File: src/rtl/i2crm_pkg.sv
// ----------------------------------------------------------------------------
// i2crm_pkg: shared types and constants of the I2C register master
// Holds the transfer structs, state codes, op codes and register indexes.
// ----------------------------------------------------------------------------
package i2crm_pkg;

    localparam int unsigned MAX_BURST_DEF  = 256;
    localparam logic [15:0] PHASE_TICKS_RST = 16'd50;
    localparam logic [15:0] BUS_FREE_RST    = 16'd40;

    localparam logic [0:0] REG_PHASE_TICKS = 1'd0;
    localparam logic [0:0] REG_BUS_FREE    = 1'd1;

    typedef enum logic [2:0] {
        OP_RD_BYTE = 3'd0,
        OP_RD_WORD = 3'd1,
        OP_RD_BURST = 3'd2,
        OP_WR_BYTE = 3'd3,
        OP_WR_WORD = 3'd4,
        OP_UPDATE  = 3'd5
    } op_t;

    typedef enum logic [4:0] {
        ST_IDLE, ST_START0, ST_START1, ST_START2, ST_WLOW, ST_WHIGH,
        ST_ALOW, ST_AHIGH, ST_RLOW, ST_RHIGH, ST_MLOW, ST_MHIGH,
        ST_STOP0, ST_STOP1, ST_STOP2, ST_GAP
    } state_t;

    typedef struct packed {
        logic        cmd;
        logic [2:0]  op;
        logic [6:0]  device_addr;
        logic [7:0]  reg_addr;
        logic [15:0] write_data;
        logic [8:0]  burst_length;
        logic [2:0]  field_start;
        logic [3:0]  field_length;
        logic        sda_in;
    } in_item_t;

    typedef struct packed {
        logic        scl_level;
        logic        sda_level;
        logic        sda_enable;
        logic        busy_res;
        logic        done_res;
        logic        nack_error;
        logic [15:0] read_result;
        logic        byte_valid;
        logic [7:0]  byte_data;
        logic        last_byte;
    } out_item_t;

    // Patched byte for the read-modify-write.
    function automatic logic [7:0] patch_byte(logic [7:0] orig, logic [7:0] val,
                                              logic [2:0] fs, logic [3:0] fl);
        logic [3:0] len;
        logic [3:0] low;
        logic [8:0] ones;
        logic [7:0] mask;
        len = (fl > ({1'b0, fs} + 4'd1)) ? ({1'b0, fs} + 4'd1) : fl;
        low = {1'b0, fs} + 4'd1 - len;
        ones = (9'd1 << len) - 9'd1;
        mask = ones[7:0] << low;
        return (orig & ~mask) | ((val << low) & mask);
    endfunction

endpackage

File: src/rtl/i2c_register_master_core.sv
// ----------------------------------------------------------------------------
// i2c_register_master_core: I2C register master, 7-bit device addressing
// Steps the bus sequencer by one input transfer per clock while not stalled.
// ----------------------------------------------------------------------------
// Results: one result per input transfer, registered in the output stage.
// Throughput: one transfer per cycle while the output stage has space; the
// sequencer state register closes the only loop, with a combinational phase
// counter compare. Reset: asynchronous active low; the sequencer returns to
// idle, registers take phase_ticks 50 and bus_free_phases 40.
module i2c_register_master_core #(
    parameter int unsigned MAX_BURST = i2crm_pkg::MAX_BURST_DEF
) (
    input  logic                 clk,
    input  logic                 rst_n,
    input  logic                 in_valid,
    output logic                 in_ready,
    input  i2crm_pkg::in_item_t  in_data,
    output logic                 out_valid,
    input  logic                 out_ready,
    output i2crm_pkg::out_item_t out_data,
    input  logic                 cfg_we,
    input  logic [0:0]           cfg_index,
    input  logic [15:0]          cfg_wdata
);
    localparam int unsigned BW = $clog2(MAX_BURST + 1) > 9 ? $clog2(MAX_BURST + 1) : 9;
    localparam logic [BW-1:0] MAXB = BW'(MAX_BURST);

    logic [15:0] phase_ticks_reg, bus_free_reg;
    i2crm_pkg::state_t state_reg, state_next;
    logic [15:0] phase_reg, phase_next, gap_reg, gap_next;
    logic [3:0]  bit_reg, bit_next;
    logic [7:0]  shift_reg, shift_next, patched_reg, patched_next;
    logic [BW-1:0] bytes_reg, bytes_next;
    logic [15:0] accum_reg, accum_next;
    logic [2:0]  stage_reg, stage_next;
    logic        nack_reg, nack_next, pass_reg, pass_next;
    i2crm_pkg::in_item_t rq_reg, rq_next;
    i2crm_pkg::out_item_t res, ev;
    logic        push, space;

    assign in_ready = space;
    assign push     = in_valid && in_ready;

    i2crm_out_reg u_out (
        .clk, .rst_n, .push, .push_data(res), .space,
        .valid(out_valid), .ready(out_ready), .data(out_data)
    );

    // Configuration writes; indexes beyond the list are dropped by width.
    always_ff @(posedge clk or negedge rst_n)
    begin
        if (!rst_n)
        begin
            phase_ticks_reg <= i2crm_pkg::PHASE_TICKS_RST;
            bus_free_reg    <= i2crm_pkg::BUS_FREE_RST;
        end
        else if (cfg_we)
        begin
            unique case (cfg_index)
                i2crm_pkg::REG_PHASE_TICKS: phase_ticks_reg <= cfg_wdata;
                i2crm_pkg::REG_BUS_FREE:    bus_free_reg    <= cfg_wdata;
                default: ;
            endcase
        end
    end

    // Derived request properties.
    logic          rd_path;
    logic [BW-1:0] rx_cnt, bl;
    logic [7:0]    wa;
    logic [16:0]   pc_inc;
    logic [15:0]   pt;
    logic          last_rx;

    always_comb
    begin
        rd_path = (rq_reg.op <= i2crm_pkg::OP_RD_BURST) ||
                  (rq_reg.op == i2crm_pkg::OP_UPDATE && !pass_reg);
        bl = BW'(rq_reg.burst_length);
        if (bl == '0) bl = BW'(1);
        if (bl > MAXB) bl = MAXB;
        if (rq_reg.op == i2crm_pkg::OP_RD_WORD)       rx_cnt = BW'(2);
        else if (rq_reg.op == i2crm_pkg::OP_RD_BURST) rx_cnt = bl;
        else                                          rx_cnt = BW'(1);
        wa = {rq_reg.device_addr, 1'b0};
        pt = (phase_ticks_reg == '0) ? 16'd1 : phase_ticks_reg;
        pc_inc = {1'b0, phase_reg} + 17'd1;
        last_rx = ({1'b0, bytes_reg} + 1'b1) >= {1'b0, rx_cnt};
    end

    // Next state: one step of the sequencer per transfer.
    always_comb
    begin
        logic [2:0] stg;
        logic       go;
        logic [BW-1:0] nb;
        logic [7:0] sh;
        logic [7:0] tx;
        state_next = state_reg; phase_next = phase_reg; gap_next = gap_reg;
        bit_next = bit_reg; shift_next = shift_reg; patched_next = patched_reg;
        bytes_next = bytes_reg; accum_next = accum_reg; stage_next = stage_reg;
        nack_next = nack_reg; pass_next = pass_reg; rq_next = rq_reg;
        ev = '0;
        stg = stage_reg; go = 1'b0; nb = bytes_reg; sh = '0;
        if (in_data.cmd)
        begin
            if (state_reg == i2crm_pkg::ST_IDLE && in_data.op <= i2crm_pkg::OP_UPDATE)
            begin
                rq_next = in_data;
                stage_next = '0; nack_next = 1'b0; pass_next = 1'b0;
                patched_next = '0; bytes_next = '0; accum_next = '0;
                bit_next = '0; shift_next = '0; phase_next = '0;
                state_next = i2crm_pkg::ST_START0;
            end
        end
        else if (state_reg != i2crm_pkg::ST_IDLE)
        begin
            if (pc_inc >= {1'b0, pt})
            begin
                phase_next = '0;
                unique case (state_reg)
                    i2crm_pkg::ST_START0: state_next = i2crm_pkg::ST_START1;
                    i2crm_pkg::ST_START1: state_next = i2crm_pkg::ST_START2;
                    i2crm_pkg::ST_START2:
                    begin
                        stg = stage_reg + 3'd1; go = 1'b1;
                    end
                    i2crm_pkg::ST_WLOW: state_next = i2crm_pkg::ST_WHIGH;
                    i2crm_pkg::ST_WHIGH:
                    begin
                        shift_next = {shift_reg[6:0], 1'b0};
                        bit_next = bit_reg + 4'd1;
                        state_next = (bit_reg + 4'd1 >= 4'd8) ? i2crm_pkg::ST_ALOW
                                                             : i2crm_pkg::ST_WLOW;
                    end
                    i2crm_pkg::ST_ALOW: state_next = i2crm_pkg::ST_AHIGH;
                    i2crm_pkg::ST_AHIGH:
                    begin
                        go = 1'b1;
                        if (in_data.sda_in)
                        begin
                            nack_next = 1'b1;
                            stg = rd_path ? 3'd6 : 3'd4;
                        end
                        else if (!rd_path && stage_reg == 3'd3)
                        begin
                            nb = bytes_reg + 1'b1;
                            bytes_next = nb;
                            if (nb >= ((rq_reg.op == i2crm_pkg::OP_WR_WORD) ? BW'(2) : BW'(1)))
                                stg = stage_reg + 3'd1;
                        end
                        else
                            stg = stage_reg + 3'd1;
                    end
                    i2crm_pkg::ST_RLOW: state_next = i2crm_pkg::ST_RHIGH;
                    i2crm_pkg::ST_RHIGH:
                    begin
                        sh = {shift_reg[6:0], in_data.sda_in};
                        shift_next = sh;
                        bit_next = bit_reg + 4'd1;
                        if (bit_reg + 4'd1 < 4'd8)
                            state_next = i2crm_pkg::ST_RLOW;
                        else
                        begin
                            if (rq_reg.op == i2crm_pkg::OP_RD_WORD && bytes_reg != '0)
                                accum_next = {sh, accum_reg[7:0]};
                            else
                                accum_next = {8'd0, sh};
                            if (rq_reg.op == i2crm_pkg::OP_RD_BURST)
                            begin
                                ev.byte_valid = 1'b1;
                                ev.byte_data = sh;
                                ev.last_byte = last_rx;
                            end
                            state_next = i2crm_pkg::ST_MLOW;
                        end
                    end
                    i2crm_pkg::ST_MLOW: state_next = i2crm_pkg::ST_MHIGH;
                    i2crm_pkg::ST_MHIGH:
                    begin
                        nb = bytes_reg + 1'b1;
                        bytes_next = nb;
                        if (nb >= rx_cnt) stg = stage_reg + 3'd1;
                        go = 1'b1;
                    end
                    i2crm_pkg::ST_STOP0: state_next = i2crm_pkg::ST_STOP1;
                    i2crm_pkg::ST_STOP1: state_next = i2crm_pkg::ST_STOP2;
                    i2crm_pkg::ST_STOP2:
                    begin
                        if (!nack_reg && rq_reg.op == i2crm_pkg::OP_UPDATE && !pass_reg)
                        begin
                            // Write phase of the update follows with no gap.
                            patched_next = i2crm_pkg::patch_byte(accum_reg[7:0],
                                rq_reg.write_data[7:0], rq_reg.field_start,
                                rq_reg.field_length);
                            pass_next = 1'b1;
                            bytes_next = '0;
                            stage_next = '0;
                            state_next = i2crm_pkg::ST_START0;
                        end
                        else
                        begin
                            ev.done_res = 1'b1;
                            ev.nack_error = nack_reg;
                            if (!nack_reg)
                            begin
                                if (rq_reg.op == i2crm_pkg::OP_RD_BYTE ||
                                    rq_reg.op == i2crm_pkg::OP_UPDATE)
                                    ev.read_result = {8'd0, accum_reg[7:0]};
                                else if (rq_reg.op == i2crm_pkg::OP_RD_WORD)
                                    ev.read_result = accum_reg;
                            end
                            if (rq_reg.op >= i2crm_pkg::OP_WR_BYTE && bus_free_reg != '0)
                            begin
                                gap_next = bus_free_reg;
                                state_next = i2crm_pkg::ST_GAP;
                            end
                            else
                                state_next = i2crm_pkg::ST_IDLE;
                        end
                    end
                    i2crm_pkg::ST_GAP:
                    begin
                        if (gap_reg <= 16'd1)
                        begin
                            gap_next = '0;
                            state_next = i2crm_pkg::ST_IDLE;
                        end
                        else
                            gap_next = gap_reg - 16'd1;
                    end
                    default: state_next = i2crm_pkg::ST_IDLE;
                endcase
            end
            else
                phase_next = pc_inc[15:0];
        end
        // Data byte to send, picked with the byte count after this ack.
        if (rq_reg.op == i2crm_pkg::OP_UPDATE)
            tx = patched_reg;
        else if (rq_reg.op == i2crm_pkg::OP_WR_WORD && nb != '0)
            tx = rq_reg.write_data[15:8];
        else
            tx = rq_reg.write_data[7:0];
        // Start the next bus element of the current pass.
        if (go)
        begin
            stage_next = stg;
            if (rd_path)
            begin
                unique case (stg)
                    3'd0, 3'd3: state_next = i2crm_pkg::ST_START0;
                    3'd1: begin shift_next = wa; bit_next = '0;
                                state_next = i2crm_pkg::ST_WLOW; end
                    3'd2: begin shift_next = rq_reg.reg_addr; bit_next = '0;
                                state_next = i2crm_pkg::ST_WLOW; end
                    3'd4: begin shift_next = wa | 8'd1; bit_next = '0;
                                state_next = i2crm_pkg::ST_WLOW; end
                    3'd5: begin shift_next = '0; bit_next = '0;
                                state_next = i2crm_pkg::ST_RLOW; end
                    default: state_next = i2crm_pkg::ST_STOP0;
                endcase
            end
            else
            begin
                unique case (stg)
                    3'd0: state_next = i2crm_pkg::ST_START0;
                    3'd1: begin shift_next = wa; bit_next = '0;
                                state_next = i2crm_pkg::ST_WLOW; end
                    3'd2: begin shift_next = rq_reg.reg_addr; bit_next = '0;
                                state_next = i2crm_pkg::ST_WLOW; end
                    3'd3: begin shift_next = tx; bit_next = '0;
                                state_next = i2crm_pkg::ST_WLOW; end
                    default: state_next = i2crm_pkg::ST_STOP0;
                endcase
            end
        end
    end

    // Line drive for the state after this step.
    logic last_rx_next;
    always_comb
    begin
        logic [BW-1:0] rxn;
        if (rq_next.op == i2crm_pkg::OP_RD_WORD)       rxn = BW'(2);
        else if (rq_next.op == i2crm_pkg::OP_RD_BURST)
        begin
            rxn = BW'(rq_next.burst_length);
            if (rxn == '0) rxn = BW'(1);
            if (rxn > MAXB) rxn = MAXB;
        end
        else rxn = BW'(1);
        last_rx_next = ({1'b0, bytes_next} + 1'b1) >= {1'b0, rxn};
        res = ev;
        res.busy_res = (state_next != i2crm_pkg::ST_IDLE);
        res.scl_level = 1'b1; res.sda_level = 1'b1; res.sda_enable = 1'b0;
        unique case (state_next)
            i2crm_pkg::ST_START0: begin res.scl_level = 1'b0; res.sda_enable = 1'b1; end
            i2crm_pkg::ST_START1: res.sda_enable = 1'b1;
            i2crm_pkg::ST_START2: begin res.sda_level = 1'b0; res.sda_enable = 1'b1; end
            i2crm_pkg::ST_WLOW, i2crm_pkg::ST_WHIGH:
            begin
                res.scl_level = (state_next == i2crm_pkg::ST_WHIGH);
                res.sda_level = shift_next[7]; res.sda_enable = 1'b1;
            end
            i2crm_pkg::ST_ALOW, i2crm_pkg::ST_RLOW: res.scl_level = 1'b0;
            i2crm_pkg::ST_MLOW, i2crm_pkg::ST_MHIGH:
            begin
                res.scl_level = (state_next == i2crm_pkg::ST_MHIGH);
                res.sda_level = last_rx_next; res.sda_enable = 1'b1;
            end
            i2crm_pkg::ST_STOP0:
            begin
                res.scl_level = 1'b0; res.sda_level = 1'b0; res.sda_enable = 1'b1;
            end
            i2crm_pkg::ST_STOP1: begin res.sda_level = 1'b0; res.sda_enable = 1'b1; end
            i2crm_pkg::ST_STOP2: res.sda_enable = 1'b1;
            default: ;
        endcase
    end

    // Advance only on an accepted transfer.
    always_ff @(posedge clk or negedge rst_n)
    begin
        if (!rst_n)
        begin
            state_reg <= i2crm_pkg::ST_IDLE;
            phase_reg <= '0; gap_reg <= '0; bit_reg <= '0; shift_reg <= '0;
            patched_reg <= '0; bytes_reg <= '0; accum_reg <= '0;
            stage_reg <= '0; nack_reg <= 1'b0; pass_reg <= 1'b0; rq_reg <= '0;
        end
        else if (push)
        begin
            state_reg <= state_next;
            phase_reg <= phase_next; gap_reg <= gap_next; bit_reg <= bit_next;
            shift_reg <= shift_next; patched_reg <= patched_next;
            bytes_reg <= bytes_next; accum_reg <= accum_next;
            stage_reg <= stage_next; nack_reg <= nack_next; pass_reg <= pass_next;
            rq_reg <= rq_next;
        end
    end
endmodule

File: src/rtl/i2crm_out_reg.sv
// ----------------------------------------------------------------------------
// i2crm_out_reg: result register with skid stage
// Decouples the result channel so input can flow while output stalls, until the skid stage is full.
// ----------------------------------------------------------------------------
module i2crm_out_reg (
    input  logic                 clk,
    input  logic                 rst_n,
    input  logic                 push,
    input  i2crm_pkg::out_item_t push_data,
    output logic                 space,
    output logic                 valid,
    input  logic                 ready,
    output i2crm_pkg::out_item_t data
);
    logic                 main_vld_reg, skid_vld_reg;
    i2crm_pkg::out_item_t main_reg, skid_reg;

    assign space = !skid_vld_reg;
    assign valid = main_vld_reg;
    assign data  = main_reg;

    always_ff @(posedge clk or negedge rst_n)
    begin
        if (!rst_n)
        begin
            main_vld_reg <= 1'b0;
            skid_vld_reg <= 1'b0;
        end
        else
        begin
            if (!main_vld_reg || ready)
            begin
                main_vld_reg <= skid_vld_reg || push;
                skid_vld_reg <= 1'b0;
            end
            else if (push)
            begin
                skid_vld_reg <= 1'b1;
            end
        end
    end

    always_ff @(posedge clk)
    begin
        if (!main_vld_reg || ready)
        begin
            main_reg <= skid_vld_reg ? skid_reg : push_data;
        end
        else if (push)
        begin
            skid_reg <= push_data;
        end
    end
endmodule

File: config.mk
export PLATFORM = sky130hd
export DESIGN_NAME = i2c_register_master_core
export DESIGN_NICKNAME = d
export VERILOG_FILES = /design/src/rtl/i2crm_pkg.sv /design/src/rtl/i2c_register_master_core.sv /design/src/rtl/i2crm_out_reg.sv
export SDC_FILE = /design/constraint.sdc
export NUM_CORES = 1
export LEC_CHECK = 0
export ABC_CLOCK_PERIOD_IN_PS = 7300
export BUFFER_PORTS_ARGS = -buffer_cell sky130_fd_sc_hd__buf_4
export CAP_MARGIN = 25
export CELL_PAD_IN_SITES_DETAIL_PLACEMENT = 1
export CELL_PAD_IN_SITES_GLOBAL_PLACEMENT = 1
export CORE_MARGIN = 1.5
export CORE_UTILIZATION = 52
export CTS_CLUSTER_DIAMETER = 150
export DETAILED_ROUTE_END_ITERATION = 7
export GPL_TIMING_DRIVEN = 0
export PLACE_DENSITY = 0.91
export SYNTH_ARGS = -nofsm -noshare
export SYNTH_HDL_FRONTEND = slang
export SYNTH_SLANG_ARGS = --single-unit
export TNS_END_PERCENT = 10
File: constraint.sdc
create_clock -name clk -period 7.3 [get_ports clk]
set_input_delay 1.46 -clock clk [delete_from_list [all_inputs] [get_ports clk]]
set_output_delay 1.46 -clock clk [all_outputs]
set_load 0.02 [all_outputs]
; Word level (Yosys, flattened, before mapping)
; Cells that the tools add are included.
[classes]
n_shift = 3
n_mux = 129
magnitude_cmp = 14
n_reduce_logical = 64
bitwise_logic = 7
n_addsub = 10
eq_ne = 45
[op_table]
columns = op, count
row1 = $mux W16, 17
row2 = $mux W9, 20
row3 = $mux W8, 14
row4 = $mux W51, 2
row5 = $mux W28, 3
row6 = $eq A5 B4 Y1 const B, 14
row7 = $pmux W5 S13, 1
row8 = $mux W4, 12
row9 = $mux W3, 14
row10 = $mux W18, 2
row11 = $eq A5 B3 Y1 const B, 7
row12 = $mux W5, 7
row13 = $mux W32, 1
row14 = $pmux W16 S2, 1
row15 = $pmux W8 S4, 1
row16 = $mux W10, 3
row17 = $pmux W9 S3, 1
row18 = $pmux W8 S3, 1
row19 = $reduce_and A6 Y1, 4
row20 = $add A9 B1 Y10 const B, 2
row21 = $eq A5 B2 Y1 const B, 4
row22 = $ge A10 B9 Y1, 2
row23 = $gt A9 B9 Y1 const B, 2
row24 = $logic_not A9 Y1, 2
row25 = other kinds (57), 135
[totals]
input_bits = 74
output_inout_bits = 34
reg_bits = 236
wordCells = 316

; Longest topological paths before layout
[depth]
word_depth = 21
ltp_mapped = 28
mapped_depth_nobuf = 28

; Modules after synthesis
; From an unflattened synthesis, not the netlist that was laid out.
[hier_totals]
cells_unflattened = 1496
area_unflattened_um2 = 14456.4
[by_module_without_submodules]
columns = mod, cells_per_inst, seq_area_each_um2, n_inst, area_each_um2
row1 = i2c_register_master_core, 1387, 4235.3, 1, 11918.9
row2 = i2crm_out_reg, 109, 1971.9, 1, 2537.4

; Worst setup path before layout
; OpenSTA, ideal clock, no wires.
[synth_timing]
path_kind = reg-to-reg
startpoint = reg phase_reg[0]
endpoint = reg u_out.skid_reg[30] (netlist bit) (data pin)
setup_ns = 0.262
path_buffers = 0
synth_period_minus_slack_ns = 5.006
arrival_time_ns = 4.744
slack_ns = 2.294
path_stages_with_launch = 28
required_time_ns = 7.038
path_cell_list = dfrtp_1 -> ha_1 -> nand3_2 -> nor2_1 -> and3_1 -> xor2_1 -> ha_1 -> and4_1 -> and3_1 -> a32oi_1 -> a31oi_1 -> o21ai_0 -> a21o_1 -> a22o_1 -> ha_1 -> inv_1 -> a211oi_1 -> nand2_1 -> xor2_1 -> ha_1 -> o21ai_0 -> a21oi_1 -> o21ai_0 -> nand2b_1 -> a21oi_1 -> a31oi_1 -> nor3b_2 -> o21ai_1
[synth_lines]
columns = element, line
row1 = from (decl), i2c_register_master_core.sv:30  ; logic [15:0] phase_reg, phase_next, gap_reg, gap_next;
row2 = from (signal assigned), i2c_register_master_core.sv:335  ; phase_reg <= phase_next; gap_reg <= gap_next; bit_reg <= bit_next;
row3 = to (signal assigned), i2crm_out_reg.sv:51  ; skid_reg <= push_data;
row4 = to (decl), i2crm_out_reg.sv:16  ; i2crm_pkg::out_item_t main_reg, skid_reg;

; Worst setup path in the final report
[layout_timing]
startpoint = reg phase_reg[0]
endpoint = reg u_out.main_reg, in the netlist u_out.data[30] (data pin)
[layout_between]
elab_cells_between_ends = 55
classes_between = add/sub: 2 / order compare: 2 / eq/ne: 12 / mux: 30 / reduce/logical: 9
[layout_lines]
columns = element, line
row1 = $add A16 B1 Y17, i2c_register_master_core.sv:87  ; pc_inc = {1'b0, phase_reg} + 17'd1;
row2 = $ge A17 B16 Y1, i2c_register_master_core.sv:118  ; if (pc_inc >= {1'b0, pt})
row3 = $mux W9, i2c_register_master_core.sv:118
row4 = $mux W9, i2c_register_master_core.sv:116  ; else if (state_reg != i2crm_pkg::ST_IDLE)
row5 = $mux W9, i2c_register_master_core.sv:105  ; if (in_data.cmd)
row6 = via bytes_next[0], i2c_register_master_core.sv:33  ; logic [BW-1:0] bytes_reg, bytes_next;
row7 = $add A9 B1 Y10, i2c_register_master_core.sv:293  ; last_rx_next = ({1'b0, bytes_next} + 1'b1) >= {1'b0, rxn};
row8 = $ge A10 B9 Y1, i2c_register_master_core.sv:293
row9 = $pmux W1 S3, i2c_register_master_core.sv:297  ; unique case (state_next)
row10 = $mux W32, i2crm_out_reg.sv:47  ; main_reg <= skid_vld_reg ? skid_reg : push_data;
row11 = to (signal assigned), i2crm_out_reg.sv:47
row12 = to (decl), i2crm_out_reg.sv:16
; The timed path passes the listed nets, and every way through them passes these cells.
; A chain may end at the register's enable or synchronous reset.

==> results.yml <==
power_and_ir_drop:
  p_clk_share_pct: 22.7
  p_seq_share_pct: 28.5
  pwr-share-comb_pct: 48.8
  intPower_mw: 3.57
  power_density_mw_per_mm2: 373
  power_switching_share_pct: 43.1
  p_leak_nw: 7.06
  ir_drop_v: 0.000332
  p_sw_mw: 2.70
critical_path:
  cp_common_cell: "ha_1"
  arrival_ns: 6.99
  cp-start-kind: "flip-flop"
  worstSetupPathType: "reg2reg"
  cpPeakStageDelay_ns: 0.48
  cp_max_fo: 7
  required_ns: 7.59
  end_kind: "flip-flop"
  slowest_stage: "dfrtp_1"
yosys:
  syn_nets: 1645
  yosysTopAreaCell: "dfrtp_1"
  ys_warn_count: 0
  yosys-top-cells-area: "dfrtp_1 29%, edfxtp_1 13%, mux2_2 7.6%"
  ys_seq_area_share_pct: 42.6
  synthCells: 1516
  avgSynthCellArea_um2: 9.61
  synth-edff-count: 64
  synthFlopType: "dfrtp_1"
  synth.top_cell.area_share_pct: 28.5
  syn_area_mm2: 0.0146
  ys_types: 103
  ys_ff_latch: 235
  async_flop_share_pct: 72.8
layout:
  largest_register_ffs: 50
  fin_cells: 2053
  area_growth_syn_to_layout_pct: 15.4
  seqCellArea_mm2: 0.00621
  nets: 1783
  fillers: 3147
  utilization_pct: 60.7
  multi_input_area_mm2: 0.00785
  antenna_cells: 0
  drive_above_1_share_pct: 20.1
cts:
  clk_latency_ns: 0.56
  ctsHtreeMaxLevel: 1
  ctsHoldBuffers: 0
  post-cts-setup-buffers: 0
  cts_tree: "done"
  clockRootBuffer: "clkbuf_16"
  clockBufferDepth: 3
  clkSinkCount: 235
  numCtsBuffers: 27
  cts.clk_slew.worst_paths_ns: 0.06
  cts_resized: 0
global_route:
  antenna_found_initial: 0
  grt_usage_pct: 34.5
  grt_max_degree: 93
  overflow: 0
  grt_pass1_wl_mm: 77.8
  grt_pass1_vias: 14000
sta:
  setup_slack_ns: 0.609
  rsz0062_at_grt: "false"
  hold_slack_ns: 0.475
  worstMarginPinSlew_ns: 1.09
  fmax_mhz: 149
  min_period_over_period_pct: 91.7
  setup_tns_ns: 0
  slew_viol_final: 0
  clock_skew_ns: 0.0129
  hold_viol_final: 0
  fin_crit_ns: 6.69
  maxSlewHeadroom_pct: 26.7
  setup_violations: 0
placed_design:
  gp_congestion: 0.966
  dp_slack_ns: 0.876
  dpl.cell_count: 2002
  hpwl_mm: 35.6
  io_buffers: 107
floorplanning:
  dieWidth_um: 170
  ios: 108
  num_rows: 61
  initial_core_util_pct: 52.6
  fp.dieH_um: 170
  core_mm2: 0.0277
  dieArea_mm2: 0.0290
job:
  cap_violations: 0
detailed_routing:
  viasPerCell: 6.41
  final_antenna_net_count: 0
  firstDrtPassIters: 5
  drtIter0Drc: 947
  vias: 13200
  routed_wl_mm: 49.4
  post-route-drc-count: 0
  wire_per_inst_um: 24.1
outcome:
  status: "finished, final reports clean"
worst_hold_path:
  hold_class: "reg2reg"
[cell type report]
cell class,instances,share of cell area [%]
clock inverters,20,1.29
well taps,378,2.81
repair buffers,109,5.03
inverters,54,1.21
plain buffers,71,1.90
clock buffers,30,4.14
multi-input cells,1156,46.7
flip-flops and latches,235,36.9
[Yosys cell counts (9+ instances only)]
cell and n:
ha_1 54, xor2_1 16, dfrtp_1 166, a31oi_1 13
o21ai_0 135, mux2i_1 27, nor3_1 31, nand4_1 11
nand2_1 210, inv_1 53, nand2b_1 13, o21ai_1 15
a22o_1 18, nor4_1 19, mux2_2 98, a211oi_1 15
o211ai_1 14, clkbuf_1 47, xnor2_1 19, o31ai_1 15
a21oi_1 65, and2_1 41, nor2_1 85, nand3_1 35
edfxtp_1 64, a21o_1 11, buf_2 9, a22oi_1 23
[path summary, 6_finish.rpt]
kind	from	end	slack, ns	cells after the start
worst max-delay path	phase_reg[0]$_DFFE_PN0P_	u_out.data[30]$_DFFE_PN_	0.61	28
worst min-delay path	accum_reg[11]$_DFFE_PN0P_	accum_reg[11]$_DFFE_PN0P_	0.47	2
worst max register to register	phase_reg[0]$_DFFE_PN0P_	u_out.data[30]$_DFFE_PN_	0.61	28
worst min register to register	accum_reg[11]$_DFFE_PN0P_	accum_reg[11]$_DFFE_PN0P_	0.47	2
max in group asynchronous	rst_n	bytes_reg[0]$_DFFE_PN0P_	5.48	2
min in group asynchronous	rst_n	accum_reg[10]$_DFFE_PN0P_	0.88	1
[worst max-delay path: cells and delay by family, from the launching register on]
family | cells | cell delay [ns]
fa+ha+maj | 4 | 1.04
flops | 1 | 0.48
xor+xnor | 2 | 0.43
simple gates | 10 | 1.87
buf+inv | 1 | 0.05
compound gates | 11 | 2.54
[per-stage QoR]
step / power [mW] / cell area, um2
floorplan: 3.86 / 14600
global placement: 4.52 / 15800
detailed placement: 4.73 / 15900
CTS: 6.22 / 16800
global route: 6.59 / 16800
finish: 6.27 / 16800
[kinds of logic (layout without fill, tap and decap cells)]
kind of cell	count (synthesis)	in the layout	synth area share (%)
xor+xnor	35	35	2.10
buf+inv	125	284	3.59
compound gates	422	422	19.7
simple gates	513	513	17.2
flops	235	235	42.6
fa+ha+maj	56	56	4.84
mux	130	130	10.0
[power by group through the flow]
stage / registers [mW] / clock network, mW / logic, mW
final: 1.79 / 1.42 / 3.06
after global routing: 1.81 / 1.48 / 3.31
after CTS: 1.78 / 1.43 / 3.01
after detailed placement: 1.79 / 0 / 2.94
after global placement: 1.77 / 0 / 2.75
after floorplan: 1.73 / 0 / 2.12
[cell usage in the layout, fill, tap and decap left out, types with 16 or more instances in the layout]
| cell type | Yosys | final |
|---|---|---|
| mux2i_1 | 27 | 27 |
| inv_1 | 53 | 53 |
| nand3_1 | 35 | 35 |
| o21ai_0 | 135 | 135 |
| dfrtp_1 | 166 | 166 |
| nor3_1 | 31 | 31 |
| and2_1 | 41 | 41 |
| nor4_1 | 19 | 19 |
| clkbuf_1 | 47 | 49 |
| edfxtp_1 | 64 | 64 |
| xor2_1 | 16 | 16 |
| ha_1 | 54 | 54 |
| nor2_1 | 85 | 84 |
| buf_4 | 5 | 111 |
| xnor2_1 | 19 | 19 |
| nand2_1 | 210 | 210 |
| mux2_2 | 98 | 98 |
| a22o_1 | 18 | 18 |
| clkbuf_16 | 0 | 27 |
| a21oi_1 | 65 | 65 |
| a22oi_1 | 23 | 23 |
[layer usage]
metal	up-vias	global-route usage, %	wire (um)
met5	-	0	0
met4	0	15.5	2310
met3	148	4.42	2770
met2	502	60.7	24800
met1	6652	42.3	19500
li1	5859	-	-
Power figures use the tool's default switching activity.
